[config.mk]
export PLATFORM = sky130hd
export DESIGN_NAME = rbs_region_cell
export DESIGN_NICKNAME = d
export VERILOG_FILES = /design/src/rbs_pkg.sv /design/src/rbs_region_cell.sv
export SDC_FILE = /design/constraint.sdc
export NUM_CORES = 1
export LEC_CHECK = 0
export BUFFER_PORTS_ARGS = -buffer_cell sky130_fd_sc_hd__buf_2
export CAP_MARGIN = 20
export CORE_ASPECT_RATIO = 0.7
export CORE_MARGIN = 4
export CORE_UTILIZATION = 47
export DETAILED_ROUTE_END_ITERATION = 8
export PLACE_DENSITY = 0.89
export SYNTH_ARGS = -nofsm -noshare
export SYNTH_HDL_FRONTEND = slang
export SYNTH_SLANG_ARGS = --single-unit
[constraint.sdc]
create_clock -name clk -period 3.6 [get_ports clk]
set_input_delay 0.18 -clock clk [delete_from_list [all_inputs] [get_ports clk]]
set_output_delay 0.18 -clock clk [all_outputs]
set_load 0.02 [all_outputs]
[src/rbs_pkg.sv]
// Shared types and constants for the region bump suballocator.
// No dependencies.
package rbs_pkg;

  localparam int SLOT_W = 8;
  localparam logic [30:0] ID_LIMIT = 31'h7FFF_FFFF;
  localparam logic [6:0] ACTIVE_LIMIT = 7'd127;

  localparam logic [1:0] REQ_ALLOC = 2'd0;
  localparam logic [1:0] REQ_FREE = 2'd1;

  localparam logic [1:0] CFG_REGION_SIZE = 2'd0;
  localparam logic [1:0] CFG_DED_THRESHOLD = 2'd1;
  localparam logic [1:0] CFG_MIXED_GRAN = 2'd2;

  typedef enum logic [1:0] {
    ST_OK = 2'd0,
    ST_NOT_FOUND = 2'd1,
    ST_FULL = 2'd2,
    ST_ID_ZERO = 2'd3
  } status_t;

  typedef enum logic [1:0] {S_IDLE, S_SCAN, S_DIV, S_FINISH} state_t;

  typedef enum logic [1:0] {RC_NONE, RC_OPEN, RC_BUMP, RC_FREE} rop_t;
  typedef enum logic [1:0] {DC_NONE, DC_ALLOC, DC_FREE} dop_t;

  typedef struct packed {
    rop_t op;
    logic [SLOT_W-1:0] idx;
    logic [30:0] first;
    logic [31:0] fill;
    logic lin;
  } rcmd_t;

  typedef struct packed {
    logic live_found;
    logic [30:0] best_first;
    logic [SLOT_W-1:0] best_idx;
    logic free_found;
    logic [SLOT_W-1:0] free_idx;
  } rtok_t;

  typedef struct packed {
    logic live;
    logic [30:0] first;
    logic [6:0] active;
    logic [31:0] fill;
    logic last_lin;
  } rview_t;

  typedef struct packed {
    dop_t op;
    logic [SLOT_W-1:0] idx;
    logic [30:0] key;
    logic [31:0] len;
  } dcmd_t;

  typedef struct packed {
    logic hit;
    logic [SLOT_W-1:0] hit_idx;
    logic [31:0] hit_len;
    logic free_found;
    logic [SLOT_W-1:0] free_idx;
  } dtok_t;

endpackage

[src/rbs_region_cell.sv]
// One region slot: holds the region state and passes the search token on.
// Depends on rbs_pkg.
module rbs_region_cell import rbs_pkg::*; (
  input  logic              clk,
  input  logic              rst,
  input  logic [SLOT_W-1:0] my_idx,
  input  rcmd_t             cmd,
  input  rtok_t             tok_in,
  output rtok_t             tok_out,
  output rview_t            view
);

  logic        live;
  logic [30:0] first;
  logic [6:0]  active;
  logic [31:0] fill;
  logic        last_lin;
  logic        sel;
  logic [6:0]  active_dec;
  rtok_t       tok_next;

  assign sel = (cmd.idx == my_idx);
  assign active_dec = (active != 7'd0) ? active - 7'd1 : 7'd0;

  always_ff @(posedge clk) begin
    if (rst) begin
      live <= 1'b0;
    end else if (sel) begin
      case (cmd.op)
        RC_OPEN: live <= 1'b1;
        RC_FREE: if (active_dec == 7'd0) live <= 1'b0;
        default: ;
      endcase
    end
  end

  always_ff @(posedge clk) begin
    if (sel) begin
      case (cmd.op)
        RC_OPEN: begin
          first <= cmd.first;
          active <= 7'd1;
          fill <= cmd.fill;
          last_lin <= cmd.lin;
        end
        RC_BUMP: begin
          active <= active + 7'd1;
          fill <= cmd.fill;
          last_lin <= cmd.lin;
        end
        RC_FREE: active <= active_dec;
        default: ;
      endcase
    end
  end

  always_comb begin
    tok_next = tok_in;
    if (live && (!tok_in.live_found || first > tok_in.best_first)) begin
      tok_next.live_found = 1'b1;
      tok_next.best_first = first;
      tok_next.best_idx = my_idx;
    end
    if (!tok_in.free_found && !live) begin
      tok_next.free_found = 1'b1;
      tok_next.free_idx = my_idx;
    end
  end

  always_ff @(posedge clk) begin
    if (rst) begin
      tok_out <= '0;
    end else begin
      tok_out <= tok_next;
    end
  end

  assign view = '{live: live, first: first, active: active, fill: fill, last_lin: last_lin};

endmodule

Word level (Yosys, flattened, before mapping)
Index checks and enable logic that the tools add are counted.

Flip-flop bits (word level): 121. Bits of input ports: 133. Output and inout bits: 121. Word-level logic and storage cells: 39.

Add/subtract/negate cells: 2. Order comparisons: 1. Equal/unequal tests: 5. Muxes and demuxes: 6. Reductions and logical operators: 15.

Operators by type and width (number): 2-to-1 mux 40 bit (1); greater-than comparator 31 bit (1); one-hot mux 7 bit (3 select lines) (1); 2-to-1 mux 9 bit (1); equality test 8 bit (1); adder 7 x 1 -> 7 bit (second input constant) (1); zero test 7 bit (1); 2-to-1 mux 7 bit (1); nonzero test 7 bit (1); subtractor 7 x 1 -> 7 bit (second input constant) (1); AND reduction 2 bit (3); equality test 2 bit (second input constant) (2); zero test 1 bit (3); AND reduction 3 bit (1); nonzero test 3 bit (1); equality test 2 x 1 -> 1 bit (second input constant) (1); logical AND 1 bit (2); != test 2 bit (second input constant) (1); one-hot mux 1 bit (2 select lines) (1); nonzero test 2 bit (1); OR reduction 2 bit (1); logical OR 1 bit (1); 2-to-1 mux 1 bit (1).

Logic depth before layout (Yosys ltp)
Depth after elaboration: 5. Mapped depth: 10.

Worst setup path before layout
OpenSTA, ideal clock, no wires.

Path kind: flip-flop to flip-flop. From: register first[13]. To: register tok_out[25] (netlist name). Library setup time: 0.072 ns. Data arrival time: 2.595 ns. Data required time: 3.528 ns. Path slack: 0.934 ns. Stages on the path, launching flop included: 9. Period minus slack after synthesis: 2.666 ns. Path through: edfxtp_1 ha_1 nand4_1 or4_1 or3_1 a31oi_2 buf_6 buf_8 mux2i_1.

Cells in the longest elaborated chain, start to end: 4.

Ends and longest elaborated chain: from (decl) (RTL line rbs_region_cell.sv:14) `logic [30:0] first;`; from (signal assigned) (RTL line rbs_region_cell.sv:41) `first <= cmd.first;`; greater-than comparator 31 bit (RTL line rbs_region_cell.sv:59) `if (live && (!tok_in.live_found || first > tok_in.best_first)) begin`; logical OR 1 bit (RTL line rbs_region_cell.sv:59); logical AND 1 bit (RTL line rbs_region_cell.sv:59); 2-to-1 mux 40 bit (RTL line rbs_region_cell.sv:59); to (signal assigned) (RTL line rbs_region_cell.sv:74) `tok_out <= tok_next;`; to (decl) (RTL line rbs_region_cell.sv:9) `output rtok_t tok_out,`.

No other way between the ends. A chain may end at the register's enable or synchronous reset.

Final worst setup path
From: register first[13]. To: register tok_out[10] (netlist name).

Same word-level chain as after synthesis.

==> out/qor.csv <==
stage,metric,value,unit
outcome,status,"finished, final reports clean",
worst_setup_path,slowest_delay,590,ps
power_and_ir_drop,leakage,3.93,nW
power_and_ir_drop,switching_share,24.7,%
global_route,grt_pass1_vias,5098,
sta,setup_viol_count_final,0,
synth,synth_area,5520,um^2
sta,setup_tns,0,ps
synth,async_flop_share,0,%
worst_hold_path,hold_path_class,primary input to flop,
synth,synth_top_family_by_area,simple AND/OR/NAND/NOR gates,
final_layout,synthToLayoutAreaGrowth,47.1,%
cts,cts_buffer_depth,2,
cts,post_cts_resize_count,0,
sta,finClkSkew,8.50,ps
final_layout,stdcell_count,966,
detailed_routing,drc,0,
worst_setup_path,cp_max_fo,28,
synth,muxShareOfSynthArea,7.08,%
cts,cts_tree,done,
worst_setup_path,crit_slowest_cell,or4_1,
synth,synthSimpleGateAreaFrac,15.2,%
place,port_buffers,253,
sta,rsz0062_at_grt,false,
power_and_ir_drop,power_frac_comb,10.5,%
power_and_ir_drop,p_seq_share,44.1,%
cts,clkTransAtPathRegs,60,ps
place,place.gp.congestion,0.859,
power_and_ir_drop,switchingPower,0.842,mW
worst_setup_path,worstSetupEndpoint,tok_out[10],
detailed_routing,wl_per_cell,16.8,um
synth,synth_fp_nets,648,
cts,root_buffer,clkbuf_16,
sta,fmax,340,MHz
sta,max_slew_margin,30.7,%
place,dp_hpwl,11400,um
power_and_ir_drop,clkPwrFrac,45.4,%
global_route,overflow,0,
global_route,grt_pass1_wl,24700,um
worst_setup_path,timing.rr.start,first[13],
cts,cts_max_level,4,
die,start_util,49.0,%
power_and_ir_drop,intPower,2.57,mW
worst_setup_path,path_depth,7,
worst_setup_path,end_kind,flop,
synth,synth_compound_area_share,5.85,%
worst_setup_path,cp_top_family,simple AND/OR/NAND/NOR gates,
final_layout,antennaDiodeCount,0,
synth,synthAdderAreaFrac,8.39,%
sta,tightestPinTransition,1030,ps
final_layout,seq_area,3130,um^2
place,post_dp_cell_area,6910,um^2
die,die_h,98.6,um
synth,synth_cells,478,
cts,cts_num_sinks,121,
place,placedCellCount,869,
power_and_ir_drop,ir_drop,0.304,mV
detailed_routing,via_per_inst,4.95,
worst_setup_path,arrival,3260,ps
worst_setup_path,crit_chain,ha_1 -> nand4_1 -> or4_1 -> or3_1 -> a31oi_4 -> buf_4 -> mux2i_1,
die,die_w,137,um
worst_setup_path,startpoint,first[13],
cts,insertion_delay,400,ps
synth,yosysSeqAreaShare,56.8,%
run,drv_cap,0,
die,io_pins,254,
synth,synth-edff-count,71,
worst_setup_path,path_class,flop to flop,
detailed_routing,dr.pass1.iters,5,
final_layout,final_cell_area,8120,um^2
synth,synth_xor_area_share,2.22,%
die,die-area,13600,um^2
worst_setup_path,reg2reg_slack,650,ps
final_layout,nets,970,
die,num_rows,32,
synth,synthDistinctLibCells,35,
worst_setup_path,ff2ff_path_depth,7,
global_route,grt_max_degree,90,
synth,ys_warn_count,0,
power_and_ir_drop,power,3.41,mW
detailed_routing,ant_nets,0,
worst_setup_path,start_kind,flop,
synth,synth_top_area_share,38.7,%
synth,synthFlopType,edfxtp_1,
sta,maxSlewViolCount,0,
final_layout,multi_input_area,2140,um^2
worst_setup_path,r2r_end,tok_out[10],
synth,synthTopCellsByArea,"edfxtp_1 (39%), dfxtp_1 (18%), nand2b_1 (9.1%)",
global_route,grt_usage,23.2,%
detailed_routing,routed_wl,16200,um
sta,timing.final.crit_share,81.8,%
synth,avgSynthCellArea,11.5,um^2
synth,ys_ff_latch,121,
sta,hold_viol,0,
synth,yosysTopAreaCell,edfxtp_1,
sta,fin_crit,2950,ps
final_layout,drive_above_1_share,36.2,%
power_and_ir_drop,p_per_area,420,nW/um^2
detailed_routing,vias,4784,
global_route,antenna_found_initial,0,
cts,cts_buffers,17,
final_layout,fillers,753,
die,coreArea,11300,um^2
worst_setup_path,cp.required,3920,ps
worst_setup_path,crit_buf_inv,1,
detailed_routing,drt-initial-drc-count,262,
[flip-flops by register name, indices dropped and copies added, names as in the netlist]
signal,count
active,7
live,1
first,31
last_lin,1
tok_out,49
fill,32
[kinds of logic (layout without fill, tap and decap cells)]
| family | count (synthesis) | after routing |
|---|---|---|
| AND/OR/NAND/NOR | 152 | 152 |
| buffers and inverters | 57 | 392 |
| XOR/XNOR | 14 | 14 |
| multiplexers | 39 | 39 |
| adder cells (fa/ha/maj) | 37 | 37 |
| AO/OA/AOI/OAI | 58 | 58 |
| flip-flops | 121 | 121 |
[synth_stat cells, types with 10 or more instances]
cell type   n
a21oi_1    28
clkbuf_1   14
dfxtp_1    50
edfxtp_1   71
ha_1       37
inv_1      37
mux2i_1    39
nand2_1    32
nand2b_1   80
nand4_1    10
nor2_1     12
o21ai_0    21
xnor2_1    13
[worst reg2reg max path, stage by stage (launching register included)]
cell and delay, ps:
edfxtp_1 420, ha_1 340, nand4_1 140, or4_1 590, or3_1 410, a31oi_4 210, buf_4 460, mux2i_1 290
[layout make-up]
type / instances / area share, %
Inverter: 37 / 1.71
Tap cell: 153 / 2.36
Multi-Input combinational cell: 300 / 26.4
Clock buffer: 17 / 5.24
Timing Repair Buffer: 323 / 24.2
Sequential cell: 121 / 38.6
Clock inverter: 15 / 1.45
[layout by cell type (no fill, tap or decap), types with 2 or more instances in the layout]
cell type	count
a21oi_1	28
and2_1	2
buf_2	253
buf_4	5
clkbuf_16	17
clkinv_2	3
clkinv_4	2
clkinvlp_4	4
dfxtp_1	50
dlygate4sd3_1	64
edfxtp_1	71
ha_1	37
inv_1	37
inv_6	5
mux2i_1	39
nand2_1	32
nand2b_1	80
nand3_1	3
nand4_1	10
nor2_1	12
nor2b_1	2
nor3_1	3
nor4_1	3
o21ai_0	21
xnor2_1	13
[worst min-delay path by stage]
stage                          from         end  slack, ps  depth (start not counted)
after detailed placement    cmd[55]   first[22]        360                          1
after CTS                 tok_in[5]  tok_out[5]         20                          3
after global placement      cmd[62]   first[29]        360                          1
final                     tok_in[9]  tok_out[9]         40                          3
after global routing      tok_in[7]  tok_out[7]         30                          3
after floorplan              cmd[1]     fill[0]        280                          0
[per-layer routing]
layer / up-vias / GRT usage, % / part of all wire, %
met5: - / 0 / 0
met4: 0 / 7.82 / 1.6
met3: 25 / 7.09 / 8.3
met2: 218 / 41.1 / 51
met1: 2246 / 26.6 / 39
li1: 2295 / - / -
[per-stage QoR]
step	worst slack (ps)	utilization [%]	hold WS [ps]
after detailed placement	674	61.4	358
final	655	72.1	41.4
after global routing	532	72.1	31.3
after CTS	655	72.0	24.9
after global placement	850	61.4	356
after floorplan	934	-	279
[what timing repair did]
item | in CTS | in global routing
buffers inserted | 0 | 0
hold buffers | 64 | 0
hold endpoints to repair | 64 | 0
[power by group through the flow]
| stage | combinational, mW | clock, mW | sequential (mW) |
|---|---|---|---|
| global placement | 0.283 | 0 | 1.53 |
| CTS | 0.352 | 1.57 | 1.51 |
| global route | 0.391 | 1.65 | 1.51 |
| finish | 0.358 | 1.55 | 1.51 |
| detailed placement | 0.297 | 0 | 1.53 |
| floorplan | 0.111 | 0 | 1.58 |
(Power assumes the default switching activity.)
