`config.mk`:
```
export PLATFORM = sky130hd
export DESIGN_NAME = rbs_rem_unit
export DESIGN_NICKNAME = d
export VERILOG_FILES = /design/src/rbs_pkg.sv /design/src/rbs_rem_unit.sv
export SDC_FILE = /design/constraint.sdc
export NUM_CORES = 1
export LEC_CHECK = 0
export BUFFER_PORTS_ARGS = -buffer_cell sky130_fd_sc_hd__buf_2
export CORE_MARGIN = 2
export CORE_UTILIZATION = 40
export DETAILED_ROUTE_END_ITERATION = 7
export GPL_ROUTABILITY_DRIVEN = 1
export PLACE_DENSITY = 0.63
export SYNTH_ARGS = -nofsm -noshare
export SYNTH_HDL_FRONTEND = slang
export SYNTH_SLANG_ARGS = --single-unit
```
`constraint.sdc`:
```
create_clock -name clk -period 2.4 [get_ports clk]
set_clock_uncertainty 0.1 [all_clocks]
set_input_delay 0.12 -clock clk [delete_from_list [all_inputs] [get_ports clk]]
set_output_delay 0.12 -clock clk [all_outputs]
set_load 0.005 [all_outputs]
```
`src/rbs_pkg.sv`:
```
// Shared types and constants for the region bump suballocator.
// No dependencies.
package rbs_pkg;

  localparam int SLOT_W = 8;
  localparam logic [30:0] ID_LIMIT = 31'h7FFF_FFFF;
  localparam logic [6:0] ACTIVE_LIMIT = 7'd127;

  localparam logic [1:0] REQ_ALLOC = 2'd0;
  localparam logic [1:0] REQ_FREE = 2'd1;

  localparam logic [1:0] CFG_REGION_SIZE = 2'd0;
  localparam logic [1:0] CFG_DED_THRESHOLD = 2'd1;
  localparam logic [1:0] CFG_MIXED_GRAN = 2'd2;

  typedef enum logic [1:0] {
    ST_OK = 2'd0,
    ST_NOT_FOUND = 2'd1,
    ST_FULL = 2'd2,
    ST_ID_ZERO = 2'd3
  } status_t;

  typedef enum logic [1:0] {S_IDLE, S_SCAN, S_DIV, S_FINISH} state_t;

  typedef enum logic [1:0] {RC_NONE, RC_OPEN, RC_BUMP, RC_FREE} rop_t;
  typedef enum logic [1:0] {DC_NONE, DC_ALLOC, DC_FREE} dop_t;

  typedef struct packed {
    rop_t op;
    logic [SLOT_W-1:0] idx;
    logic [30:0] first;
    logic [31:0] fill;
    logic lin;
  } rcmd_t;

  typedef struct packed {
    logic live_found;
    logic [30:0] best_first;
    logic [SLOT_W-1:0] best_idx;
    logic free_found;
    logic [SLOT_W-1:0] free_idx;
  } rtok_t;

  typedef struct packed {
    logic live;
    logic [30:0] first;
    logic [6:0] active;
    logic [31:0] fill;
    logic last_lin;
  } rview_t;

  typedef struct packed {
    dop_t op;
    logic [SLOT_W-1:0] idx;
    logic [30:0] key;
    logic [31:0] len;
  } dcmd_t;

  typedef struct packed {
    logic hit;
    logic [SLOT_W-1:0] hit_idx;
    logic [31:0] hit_len;
    logic free_found;
    logic [SLOT_W-1:0] free_idx;
  } dtok_t;

endpackage

```
`src/rbs_rem_unit.sv`:
```
// Bit-serial remainder unit: 32-bit dividend modulo 17-bit divisor.
// One quotient bit per cycle. Depends on rbs_pkg.
module rbs_rem_unit import rbs_pkg::*; (
  input  logic        clk,
  input  logic        rst,
  input  logic        go,
  input  logic [31:0] dividend,
  input  logic [16:0] divisor,
  output logic        done,
  output logic [16:0] rem
);

  logic        run;
  logic [4:0]  cnt;
  logic [31:0] shreg;
  logic [16:0] dsr;
  logic [17:0] part;
  logic [17:0] part_sub;

  assign part = {rem, shreg[31]};
  assign part_sub = (part >= {1'b0, dsr}) ? part - {1'b0, dsr} : part;

  always_ff @(posedge clk) begin
    if (rst) begin
      run <= 1'b0;
      done <= 1'b0;
      cnt <= '0;
    end else begin
      done <= 1'b0;
      if (go) begin
        run <= 1'b1;
        cnt <= '0;
      end else if (run) begin
        cnt <= cnt + 5'd1;
        if (cnt == 5'd31) begin
          run <= 1'b0;
          done <= 1'b1;
        end
      end
    end
  end

  always_ff @(posedge clk) begin
    if (go) begin
      rem <= '0;
      shreg <= dividend;
      dsr <= divisor;
    end else if (run) begin
      rem <= part_sub[16:0];
      shreg <= {shreg[30:0], 1'b0};
    end
  end

endmodule

```
# After elaboration in Yosys (flattened, before gate mapping)
# Index checks and enable logic that the tools add are counted.
[totals]
regBits = 73
output_inout_bits = 18
[classes]
n_addsub = 2
magnitude_cmp = 1
eq_ne = 1
muxes = 7
n_bitwise = 1
n_reduce_logical = 3
[op_table]
columns = ["operator", "n"]
rows = [
  ["$mux 32", 2],
  ["$ge 18x17->1", 1],
  ["$mux 17", 1],
  ["$sub 17x17->17", 1],
  ["$add 5x1->5 const B", 1],
  ["$eq 5x5->1 const B", 1],
  ["$mux 1", 4],
  ["$reduce_or 3->1", 1],
  ["$reduce_bool 2->1", 1],
  ["$reduce_or 2->1", 1],
  ["$not 1->1", 1],
]

# Longest topological paths before layout
# Gate-level depths: netlist (run 1).
[logic_depth]
ltp_word = 4
depth_mapped = 11
depth_no_buf = 10

# Least setup slack after synthesis (run 1)
# Ideal clock, no wire load.
[synth_timing]
path_kind = "reg2reg"
start = "register shreg[31]"
end = "register rem[1]"
setup_time_ns = 0.086
t_arrival_ns = 2.418
setup_slack_ns = -0.204
stages_incl_launch_ff = 12
n_path_buf = 1
period_less_slack_ns = 2.604
path_cell_list = "edfxtp_1 -> inv_1 -> ha_1 -> inv_1 -> fa_1 -> a21o_1 -> a221oi_4 -> nor3_2 -> a211o_4 -> buf_12 -> mux2i_1 -> a211oi_1"
[synth_between]
elab_chain_len = 2
word_cells_on_any_way = 3
[synth_lines]
columns = ["element", "line", "rtl"]
rows = [
  ["start: declaration", "rbs_rem_unit.sv:15", "logic [31:0] shreg;"],
  ["start signal: assignment", "rbs_rem_unit.sv:46", "shreg <= dividend;"],
  ["start signal: assignment", "rbs_rem_unit.sv:50", "shreg <= {shreg[30:0], 1'b0};"],
  ["$sub 17x17->17 / $ge 18x17->1 (equally long branches)", "rbs_rem_unit.sv:21", "assign part_sub = (part >= {1'b0, dsr}) ? part - {1'b0, dsr} : part;"],
  ["$mux 17 (*)", "rbs_rem_unit.sv:21", ""],
  ["end signal: assignment", "rbs_rem_unit.sv:49", "rem <= part_sub[16:0];"],
  ["end: declaration", "rbs_rem_unit.sv:10", "output logic [16:0] rem"],
]
# Mark *: on every way between the ends. The rest lies on a longest branch, timed or not.
# A chain may end at the register's enable or synchronous reset.

# Final worst setup path (run 1)
[layout_timing]
start = "register shreg[31]"
end = "register rem[9]"
# Same word-level chain as after synthesis.

==> run summary, run 1 <==
- 9233 um — overall routed net length
- 3,121 — via count of the first global-routing pass
- 12 — reg2reg path depth
- inv_2, ha_4, inv_2, fa_2, a21o_1, a221oi_4, nor3_4, a211oi_2, buf_4, buf_6, nor4_2, nor4_1 — critical-path cell list
- finished with violations — outcome
- 0.8908 — weighted congestion reported at the end of routability-driven placement
- 403.3 MHz — highest attainable clock frequency
- edfxtp_1 (38%), dfxtp_1 (12%), mux2_2 (8.9%), ha_1 (6.1%), mux2i_1 (2.3%) — top area cells in the synthesized netlist
- met2 — grt peak-use layer
- 405 — post-synth net total
- 73 — Sink Count
- inv_2 — critical path's most frequent cell
- edfxtp_1 — main flop type after synthesis
- 10,580 sq um — full die area
- 11.74 sq um — Mean Syn Cell Area
- 70 — top-level port count
- 400 ps — max incr delay on CP
- 559 — dpl cells
- 12 — number of logic stages on the critical path including buffering
- edfxtp_1 (49), mux2_2 (31), dfxtp_1 (24), inv_1 (24), ha_1 (19) — most used standard cells in the synthesized netlist
- 11.24% — mux contribution to synthesized area
- -91.28 ps — pre-CTS setup slack
- 1869 sq um — multi-input combinational cell area
- 103.3% — final worst path period share
- 2 — number of buffers on the longest clock path
- 567 — Net count, final
- 0 — Final Hold Violating Endpoints
- 73 — number of storage elements in the synthesis netlist
- 37.40% — share of cells above drive strength 1
- 0 — reported max-cap violation count
- 49.94% — sequential-to-total area share from yosys stat
- 69 — number of I/O port buffers
- 3.187 mW — power consumption
- 31.12% — met2 demand-to-capacity share in global routing
- 0 — warning count from the yosys run
- 3.932% — Global Route met3 Usage
- 36 — number of rows in the core area
- shreg[31] — Crit Reg-Reg Startpoint
- 5.021 — routed via count divided by cell count
- 14.66% — area fraction in compound gates after synthesis
- 57 — count of cell types in the netlist
- 102.9 um — overall die width
- rem[9] — critical path capture point
- 2.913% — synthesized-area fraction occupied by xor and xnor cells
- 9639 sq um — floorplan core area
- 633 — Final Non-Filler Cells
- 6.594% — fraction of the mapped netlist area in adder cells
- 144 — DRC violation total after the first TritonRoute iteration
- 0 — antenna violations before repair
- in -> reg — Worst Hold Class
- 333 — number of standard cells after synthesis
- 37.64% — area fraction of the dominant cell type after synthesis
- 0 — Routed Antenna Nets
- 18.09% — GRT Resource Usage Total
- compound AO/OA/AOI/OAI gates — Top Family by Delay on Critical Path
- 90 ps — clock slew at reported path FFs
- -79.32 ps — crit path setup slack, layout
- 3 — depth of the CTS H-tree
- 1952 sq um — sequential cell area in the final layout
- 9 — CTS buffer count
- reg -> reg — Setup CP Type
- rem[9] — endpoint of the worst-slack reg-to-reg timing path
- 40.72% — Layout area overhead
- 54.38% — Max-Slew Margin vs Limit
- 6380 um — post-detailed-placement half-perimeter wirelength
- 17 — # setup viols final
- shreg[31] — timing startpoint of the critical path
- 4 — critical path buffer and inverter count
- done — CTS tree
- 579.4 nW/um^2 — power density cells
- 3 — maximum net fanout on the critical path
- edfxtp_1 — cell with the most instances after synthesis
- 0 — antenna diode instance count
- edfxtp_1 — critical path's slowest cell
- true — setup repair after global routing missed its margin
- 350 ps — insertion delay to the later sink of the worst-skew pair
- 3909 sq um — cell area after synthesis
- 0% — asr flop ratio synth
- 2550 ps — data required time of the worst path
- 14.59 um — mean routed wirelength per cell
- negative setup slack — violated checks
- 2479 ps — final critical delay including setup and external delays
- 681.7 ps — worst slew pin tran
- 0 — max-slew violation count
- 0 — GRT Residual Overflow
- 2.377 nW — Static Leakage
- 0 — DRC viols
- -80 ps — Worst R2R Setup Slack
- 102.9 um — die span in y
- 42 — pin count of the biggest net entering global routing
- 49 — Post-synth EDFFs
- 2630 ps — WP data arrival
- clkbuf_8 — root buffer cell
- flop — kind of start point of the critical path
- 23.27% — met1 Resource Use GR
- compound AO/OA/AOI/OAI gates — largest family of logic cells by synthesized area
- flop — kind of end point of the critical path
- 14,820 um — first-pass GRT wire length
- 3,178 — vias
- 375.8 ps — Post-Route Hold Slack
- edfxtp_1 — biggest area consumer among synthesized cells
- 10.31% — simple logic cell fraction of the synthesized area
- 4 — router iterations before antenna repair
- 40.55% — starting utilization of the core area
- 0.4195 mV — highest ir drop seen on vdd
- 847 — Filler cells
## worst min path at each step
stage                startpoint  cells after the start  slack [ps]  endpoint
finish              divisor[15]                      2         380   dsr[15]
global route        divisor[16]                      2         370   dsr[16]
CTS                  divisor[4]                      2         360    dsr[4]
detailed placement   divisor[0]                      1         200    dsr[0]
global placement     divisor[4]                      1         200    dsr[4]
floorplan                   rst                      1          90       run
## power breakdown
group | switching (mW) | internal (mW) | leakage [nW]
registers | 0.0364 | 1.45 | 0.684
clock network | 0.541 | 0.504 | 0.104
logic | 0.309 | 0.343 | 1.59
## sequential cells by signal, indices dropped and copies added (netlist names)
register and cells:
shreg 32, dsr 17, cnt 5, rem 17, done 1, run 1
## cell families after synthesis
logic type                 count (synthesis)
buffers and inverters                     40
AOI/OAI and AO/OA                         73
DFF                                       73
and+or+nand+nor                           74
adders and majority gates                 20
xor gates and xnor gates                  13
muxes                                     40
## stage by stage
| step | utilization [%] | instance area (sq um) | setup TNS (ps) |
|---|---|---|---|
| floorplan | - | 3911 | -292.4 |
| global placement | 48.17 | 4643 | -330.8 |
| detailed placement | 48.17 | 4643 | -731.3 |
| CTS | 56.05 | 5403 | -847.3 |
| global route | 57.06 | 5500 | -2660 |
| finish | 57.06 | 5500 | -735.9 |
## final cells by class
class / count / area share [%]
Sequential cell: 73 / 35.49
Multi-Input combinational cell: 221 / 33.99
Timing Repair Buffer: 166 / 22.04
Tap cell: 133 / 3.025
Clock buffer: 9 / 2.252
Inverter: 24 / 1.638
Clock inverter: 7 / 1.570
## what timing repair did
action,in CTS,in global routing
pin swaps,4,8
setup buffers,2,4
gates resized for setup,4,18
hold endpoints to repair,57,0
endpoints found under the setup margin,17,17
hold buffers,51,0
cloned,1,0
## layer usage
layer / share of wire, % / wire [um]
met1: 45 / 4181
met2: 49 / 4540
met3: 4.4 / 404
met4: 1.1 / 106
met5: 0 / 0
## placed cells by master, fill, tap and decap left out, types with 4 or more instances in the layout
cell type,Yosys,routed
clkbuf_8,0,9
o21ai_0,10,6
buf_2,3,69
xor2_1,4,4
o31ai_1,4,4
o21ai_1,2,6
dfxtp_1,24,24
mux2i_1,9,9
xnor2_1,9,9
edfxtp_1,49,49
a21oi_1,11,11
nor2_1,15,15
nand2b_1,4,4
a32oi_1,6,6
nor3_1,12,12
buf_4,0,43
ha_1,19,16
a211oi_1,6,5
a311oi_1,4,4
dlygate4sd3_1,0,51
a21o_1,7,7
nand2_1,17,16
inv_1,24,22
mux2_2,31,31
Note: power is estimated with default switching activity, not from simulation.
==> run 2: changes to the inputs <==
- RECOVER_POWER: unset -> 50
==> run summary, run 2 (same netlist as run 1, synthesis figures left out) <==
- buf_2 — leading cell type in the layout, fill and taps excluded
- 5.011 — routed via count divided by cell count
- -829.9 ps — setup TNS
- 583.5 nW/um^2 — power density cells
- 2.318 nW — Static Leakage
- met2 — grt peak-use layer
- 3 — depth of the CTS H-tree
- 0.8908 — weighted congestion reported at the end of routability-driven placement
- 69 — number of I/O port buffers
- flop — kind of end point of the critical path
- inv_2 — critical path's most frequent cell
- 2 — cell depth of the worst hold path
- 567 — Net count, final
- 6380 um — post-detailed-placement half-perimeter wirelength
- buf_2 (65), dlygate4sd3_1 (51), edfxtp_1 (49), buf_4 (32), mux2_2 (31) — commonest cells after routing, fill and taps aside
- 104.0% — final worst path period share
- -100 ps — Worst R2R Setup Slack
- 73 — Sink Count
- 34.60% — share of cells above drive strength 1
- 54.69% — Max-Slew Margin vs Limit
- shreg — largest reg by FF count
- 138 — DRC violation total after the first TritonRoute iteration
- 32 — max FFs per register
- 0 — reported max-cap violation count
- finished with violations — outcome
- 14,820 um — first-pass GRT wire length
- shreg: 32 flops, dsr: 17 flops, rem: 17 flops — top flop regs
- 2610 ps — WP data arrival
- 31.12% — met2 demand-to-capacity share in global routing
- 0 — antenna violations before repair
- 40.55% — starting utilization of the core area
- -96.19 ps — crit path setup slack, layout
- 9 — CTS buffer count
- 0 — Routed Antenna Nets
- clkbuf_8 — root buffer cell
- 14.59 um — mean routed wirelength per cell
- 39.56% — Layout area overhead
- 23.27% — met1 Resource Use GR
- 372.7 ps — Post-Route Hold Slack
- 9639 sq um — floorplan core area
- 0.4199 mV — highest ir drop seen on vdd
- edfxtp_1 — critical path's slowest cell
- 0 — GRT Residual Overflow
- 18.09% — GRT Resource Usage Total
- 102.9 um — overall die width
- 410 ps — max incr delay on CP
- reg -> reg — Setup CP Type
- 3,121 — via count of the first global-routing pass
- 0 — Final Hold Violating Endpoints
- 90 ps — clock slew at reported path FFs
- 2496 ps — final critical delay including setup and external delays
- 559 — dpl cells
- 677.2 ps — worst slew pin tran
- 17 — # setup viols final
- 3,172 — vias
- done — CTS tree
- 3.932% — Global Route met3 Usage
- 6 — maximum net fanout on the critical path
- in -> reg — Worst Hold Class
- 36 — number of rows in the core area
- 102.9 um — die span in y
- negative setup slack — violated checks
- 4 — router iterations before antenna repair
- 350 ps — insertion delay to the later sink of the worst-skew pair
- flop — kind of start point of the critical path
- 2 — number of buffers on the longest clock path
- 0 — max-slew violation count
- 9235 um — overall routed net length
- 42 — pin count of the biggest net entering global routing
- 0 — antenna diode instance count
- 633 — Final Non-Filler Cells
- 70 — top-level port count
- 10,580 sq um — full die area
- 0 — DRC viols
- true — setup repair after global routing missed its margin
- 400.6 MHz — highest attainable clock frequency
- 2510 ps — data required time of the worst path
- inv_2, ha_4, inv_2, fa_2, a21o_1, a221oi_4, nor3_4, a211o_2, nor3b_2, nor4_1 — critical-path cell list
- 10 — reg2reg path depth
-- run 2: changes by cell type in the layout (fill, tap and decap cells not counted) --
| cell | delta |
|---|---|
| buf_2 | -4 |
| clkbuf_1 | +14 |
| clkbuf_2 | +1 |
| buf_4 | -11 |
-- run 2: final timing paths --
kind	startpoint	end
worst max-delay path	shreg[31]	rem[9]
worst min-delay path	divisor[15]	dsr[15]
worst max register to register	shreg[31]	rem[9]
worst min register to register	cnt[4]	cnt[4]
-- run 2: area by class of cell --
type                            instances  area, sq um
Timing Repair Buffer                  166         1167
Multi-Input combinational cell        221         1869
Inverter                               24        90.09
Sequential cell                        73         1952
Clock inverter                          7        86.33
Clock buffer                            9        123.9
Tap cell                              133        166.4
Fill cell                             856         4184
-- run 2: where the power goes --
| group | switching [mW] | leakage, nW | internal (mW) |
|---|---|---|---|
| Clock | 0.544 | 0.104 | 0.504 |
| Combinational | 0.309 | 1.53 | 0.336 |
| Sequential | 0.0363 | 0.684 | 1.45 |
-- run 2: worst max-delay path: cells and delay by family, from the launching register on --
family | cells | cell delay (ps)
DFF | 1 | 410
AOI/OAI and AO/OA | 3 | 930
and+or+nand+nor | 3 | 340
buffers and inverters | 2 | 110
adders and majority gates | 2 | 470
-- run 2: what timing repair did --
item | 4_1_cts | 5_1_grt
setup buffers | 2 | 4
hold endpoints to repair | 57 | 0
endpoints found under the setup margin | 17 | 17
cloned | 1 | 0
pin swaps | 4 | 8
hold buffers | 51 | 0
resized for setup | 4 | 18
-- run 2: stage by stage --
step                      power, mW  worst slack [ps]  util, %  cell area (sq um)
final                         3.183            -96.19    56.59               5455
after global routing          3.327            -204.1    56.59               5455
after CTS                     3.191            -88.36    56.05               5403
after detailed placement      2.071            -91.28    48.17               4643
after global placement        2.063            -41.51    48.17               4643
after floorplan               1.860            -52.86        -               3911
-- run 2: metal layers --
metal | share of wire (%) | vias up
met4 | 0.99 | 0
li1 | - | 1579
met2 | 49 | 82
met1 | 45 | 1500
met5 | 0 | -
met3 | 5.0 | 11
==> run 3: changes to the inputs <==
- ABC_AREA: unset -> 1
- PLACE_DENSITY: 0.63 -> 0.62
==> run summary, run 3 <==
- complete, no violations — outcome
- 350 ps — insertion delay to the later sink of the worst-skew pair
- 3 — depth of the CTS H-tree
- 1399 ps — worst slew pin tran
- nand2_1 (223), inv_1 (80), edfxtp_1 (49), nand3_1 (32) — most used standard cells in the synthesized netlist
- 543 — number of standard cells after synthesis
- false — setup repair after global routing missed its margin
- shreg — largest reg by FF count
- 45.99% — sequential-to-total area share from yosys stat
- 0 — max-slew violation count
- 41.11% — starting utilization of the core area
- 201.4 ps — pre-CTS setup slack
- 0 — reported max-cap violation count
- 7.816 sq um — Mean Syn Cell Area
- 27.74% — Layout area overhead
- 453 um — wire length on met3
- 6.757% — Max-Slew Margin vs Limit
- 0 — Final Hold Violating Endpoints
- 90.90% — final worst path period share
- 1952 sq um — sequential cell area in the final layout
- 52.2% — sequential cell fraction of total power
- 153 — DRC violation total after the first TritonRoute iteration
- 107.0 um — die span in y
- 3.538% — area fraction in compound gates after synthesis
- 2580 ps — data required time of the worst path
- 11 — number of logic stages on the critical path including buffering
- edfxtp_1 — main flop type after synthesis
- 17,350 um — first-pass GRT wire length
- 12.68 um — mean routed wirelength per cell
- 4244 sq um — cell area after synthesis
- 33.5% — clock share of power
- 6.073% — fraction of the mapped netlist area in adder cells
- 0 ps — setup TNS
- 107.0 um — overall die width
- 69 — number of I/O port buffers
- simple AND/OR/NAND/NOR gates — Top Family by Delay on Critical Path
- 0.3223 mV — highest ir drop seen on vdd
- 11 — reg2reg path depth
- 32 — max FFs per register
- 49 — Post-synth EDFFs
- nand2_1 — cell with the most instances after synthesis
- 4753 um — wire length on met1
- 0 — # setup viols final
- met4 — top sig layer
- edfxtp_1 — biggest area consumer among synthesized cells
- flop — kind of end point of the critical path
- 10,270 um — overall routed net length
- 1909 sq um — multi-input combinational cell area
- 4 — router iterations before antenna repair
- 80 ps — clock slew at reported path FFs
- 2182 ps — final critical delay including setup and external delays
- edfxtp_1 (35%), nand2_1 (20%), dfxtp_1 (11%), inv_1 (7.1%), ha_1 (5.6%) — top area cells in the synthesized netlist
- 73 — Sink Count
- 2.060 mW — internal power contribution
- simple AND/OR/NAND/NOR gates — largest family of logic cells by synthesized area
- clkbuf_8 — root buffer cell
- 11,450 sq um — full die area
- 1 — antenna violations before repair
- reg -> reg — Setup CP Type
- 4.631 — routed via count divided by cell count
- 2 — number of buffers on the longest clock path
- fa_1 — critical path's slowest cell
- 615 — post-synth net total
- shreg: 32 flops, dsr: 17 flops, rem: 17 flops — top flop regs
- 0 — warning count from the yosys run
- 3,824 — via count of the first global-routing pass
- 1.445% — synthesized-area fraction occupied by xor and xnor cells
- nand2_1 (223), inv_1 (80), buf_2 (61), dlygate4sd3_1 (50), edfxtp_1 (49) — commonest cells after routing, fill and taps aside
- 0 — Routed Antenna Nets
- 3 — cell depth of the worst hold path
- nand2_1 — leading cell type in the layout, fill and taps excluded
- 19.40% — GRT Resource Usage Total
- in -> reg — Worst Hold Class
- 0% — mux contribution to synthesized area
- done — CTS tree
- 218.5 ps — crit path setup slack, layout
- 73 — number of storage elements in the synthesis netlist
- 33.73% — simple logic cell fraction of the synthesized area
- 26.80% — net switching share of the total power
- 430 ps — max incr delay on CP
- inv_1, ha_1, inv_1, fa_1, nand3_1, nand3_2, nand2_8, nand2_8, nand2_1, nand2_1, o21ai_0 — critical-path cell list
- flop — kind of start point of the critical path
- 70 — top-level port count
- 2.756 nW — Static Leakage
- 16.94% — share of cells above drive strength 1
- 33 — pin count of the biggest net entering global routing
- 2 — critical path buffer and inverter count
- 19 — maximum net fanout on the critical path
- 37 — number of rows in the core area
- 14.3% — Comb power frac
- 31 — count of cell types in the netlist
- 0.8926 — weighted congestion reported at the end of routability-driven placement
- 7168 um — post-detailed-placement half-perimeter wirelength
- 0 — GRT Residual Overflow
- 0.7542 mW — net load switching power
- 34.67% — area fraction of the dominant cell type after synthesis
- 9 — CTS buffer count
- 1,000 — Filler cells
- 740 — Net count, final
- 4829 um — wire length on met2
- 0 — DRC viols
- 10,320 sq um — floorplan core area
- 2370 ps — WP data arrival
- 519.1 nW/um^2 — power density cells
- 3,751 — vias
- 458.4 MHz — highest attainable clock frequency
- 0% — asr flop ratio synth
[run 3: cell count changes after synthesis, moves of 7 or more]
cell     delta
a21o_1      -7
inv_1      +56
mux2_2     -31
mux2i_1     -9
nand2_1   +206
nand2_2     +8
nand3_1    +29
nand3_2    +12
nor2_1      +9
nor3_1      -9
[run 3: routing by layer]
| layer | global-route usage [%] | up-vias |
|---|---|---|
| li1 | - | 1957 |
| met4 | 8.720 | 0 |
| met1 | 24.32 | 1688 |
| met3 | 3.891 | 15 |
| met5 | 0 | - |
| met2 | 32.30 | 91 |
[run 3: through the flow]
stage	util [%]	cell area, sq um	power [mW]	instances	hold slack, ps
CTS	52.56	5426	2.840	809	21.23
floorplan	-	4244	1.710	543	98.47
detailed placement	45.91	4740	1.833	743	198.1
global route	52.51	5421	2.957	810	141.1
global placement	45.91	4740	1.826	743	195.9
finish	52.51	5421	2.814	810	143.0
[run 3: area by class of cell]
type	instances	area share (%)
multi-input cells	374	35.22
inverters	83	5.747
well taps	136	3.139
clock buffers	11	2.816
repair buffers	127	16.41
clock inverters	5	0.6231
flip-flops and latches	73	36.00
diodes	1	0.04616
[run 3: power groups by stage]
| stage | logic, mW | clock network (mW) | registers (mW) |
|---|---|---|---|
| CTS | 0.401 | 0.971 | 1.47 |
| global placement | 0.333 | 0 | 1.49 |
| detailed placement | 0.338 | 0 | 1.50 |
| floorplan | 0.222 | 0 | 1.49 |
| global route | 0.454 | 1.02 | 1.48 |
| finish | 0.402 | 0.943 | 1.47 |
[run 3: kinds of logic after synthesis]
logic type	Yosys count
buffers and inverters	96
AOI/OAI and AO/OA	27
DFF	73
and+or+nand+nor	320
adders and majority gates	20
xor gates and xnor gates	7
[run 3: final timing paths]
| check | start | endpoint | slack, ps |
|---|---|---|---|
| max reg2reg | shreg[31] | rem[3] | 220 |
| min reg2reg | cnt[4] | cnt[4] | 380 |
| min | go | shreg[3] | 140 |
| max | shreg[31] | rem[3] | 220 |
[run 3: worst min-delay path: stages]
cell,delay (ps)
clkbuf_1,170
nand2_1,100
nand2_1,40
[run 3: what timing repair did]
item | 4_1_cts | 5_1_grt
buffers inserted | 0 | 0
resized for setup | 0 | 1
endpoints found under the setup margin | 0 | 2
hold endpoints to repair | 55 | 0
hold buffers | 50 | 0
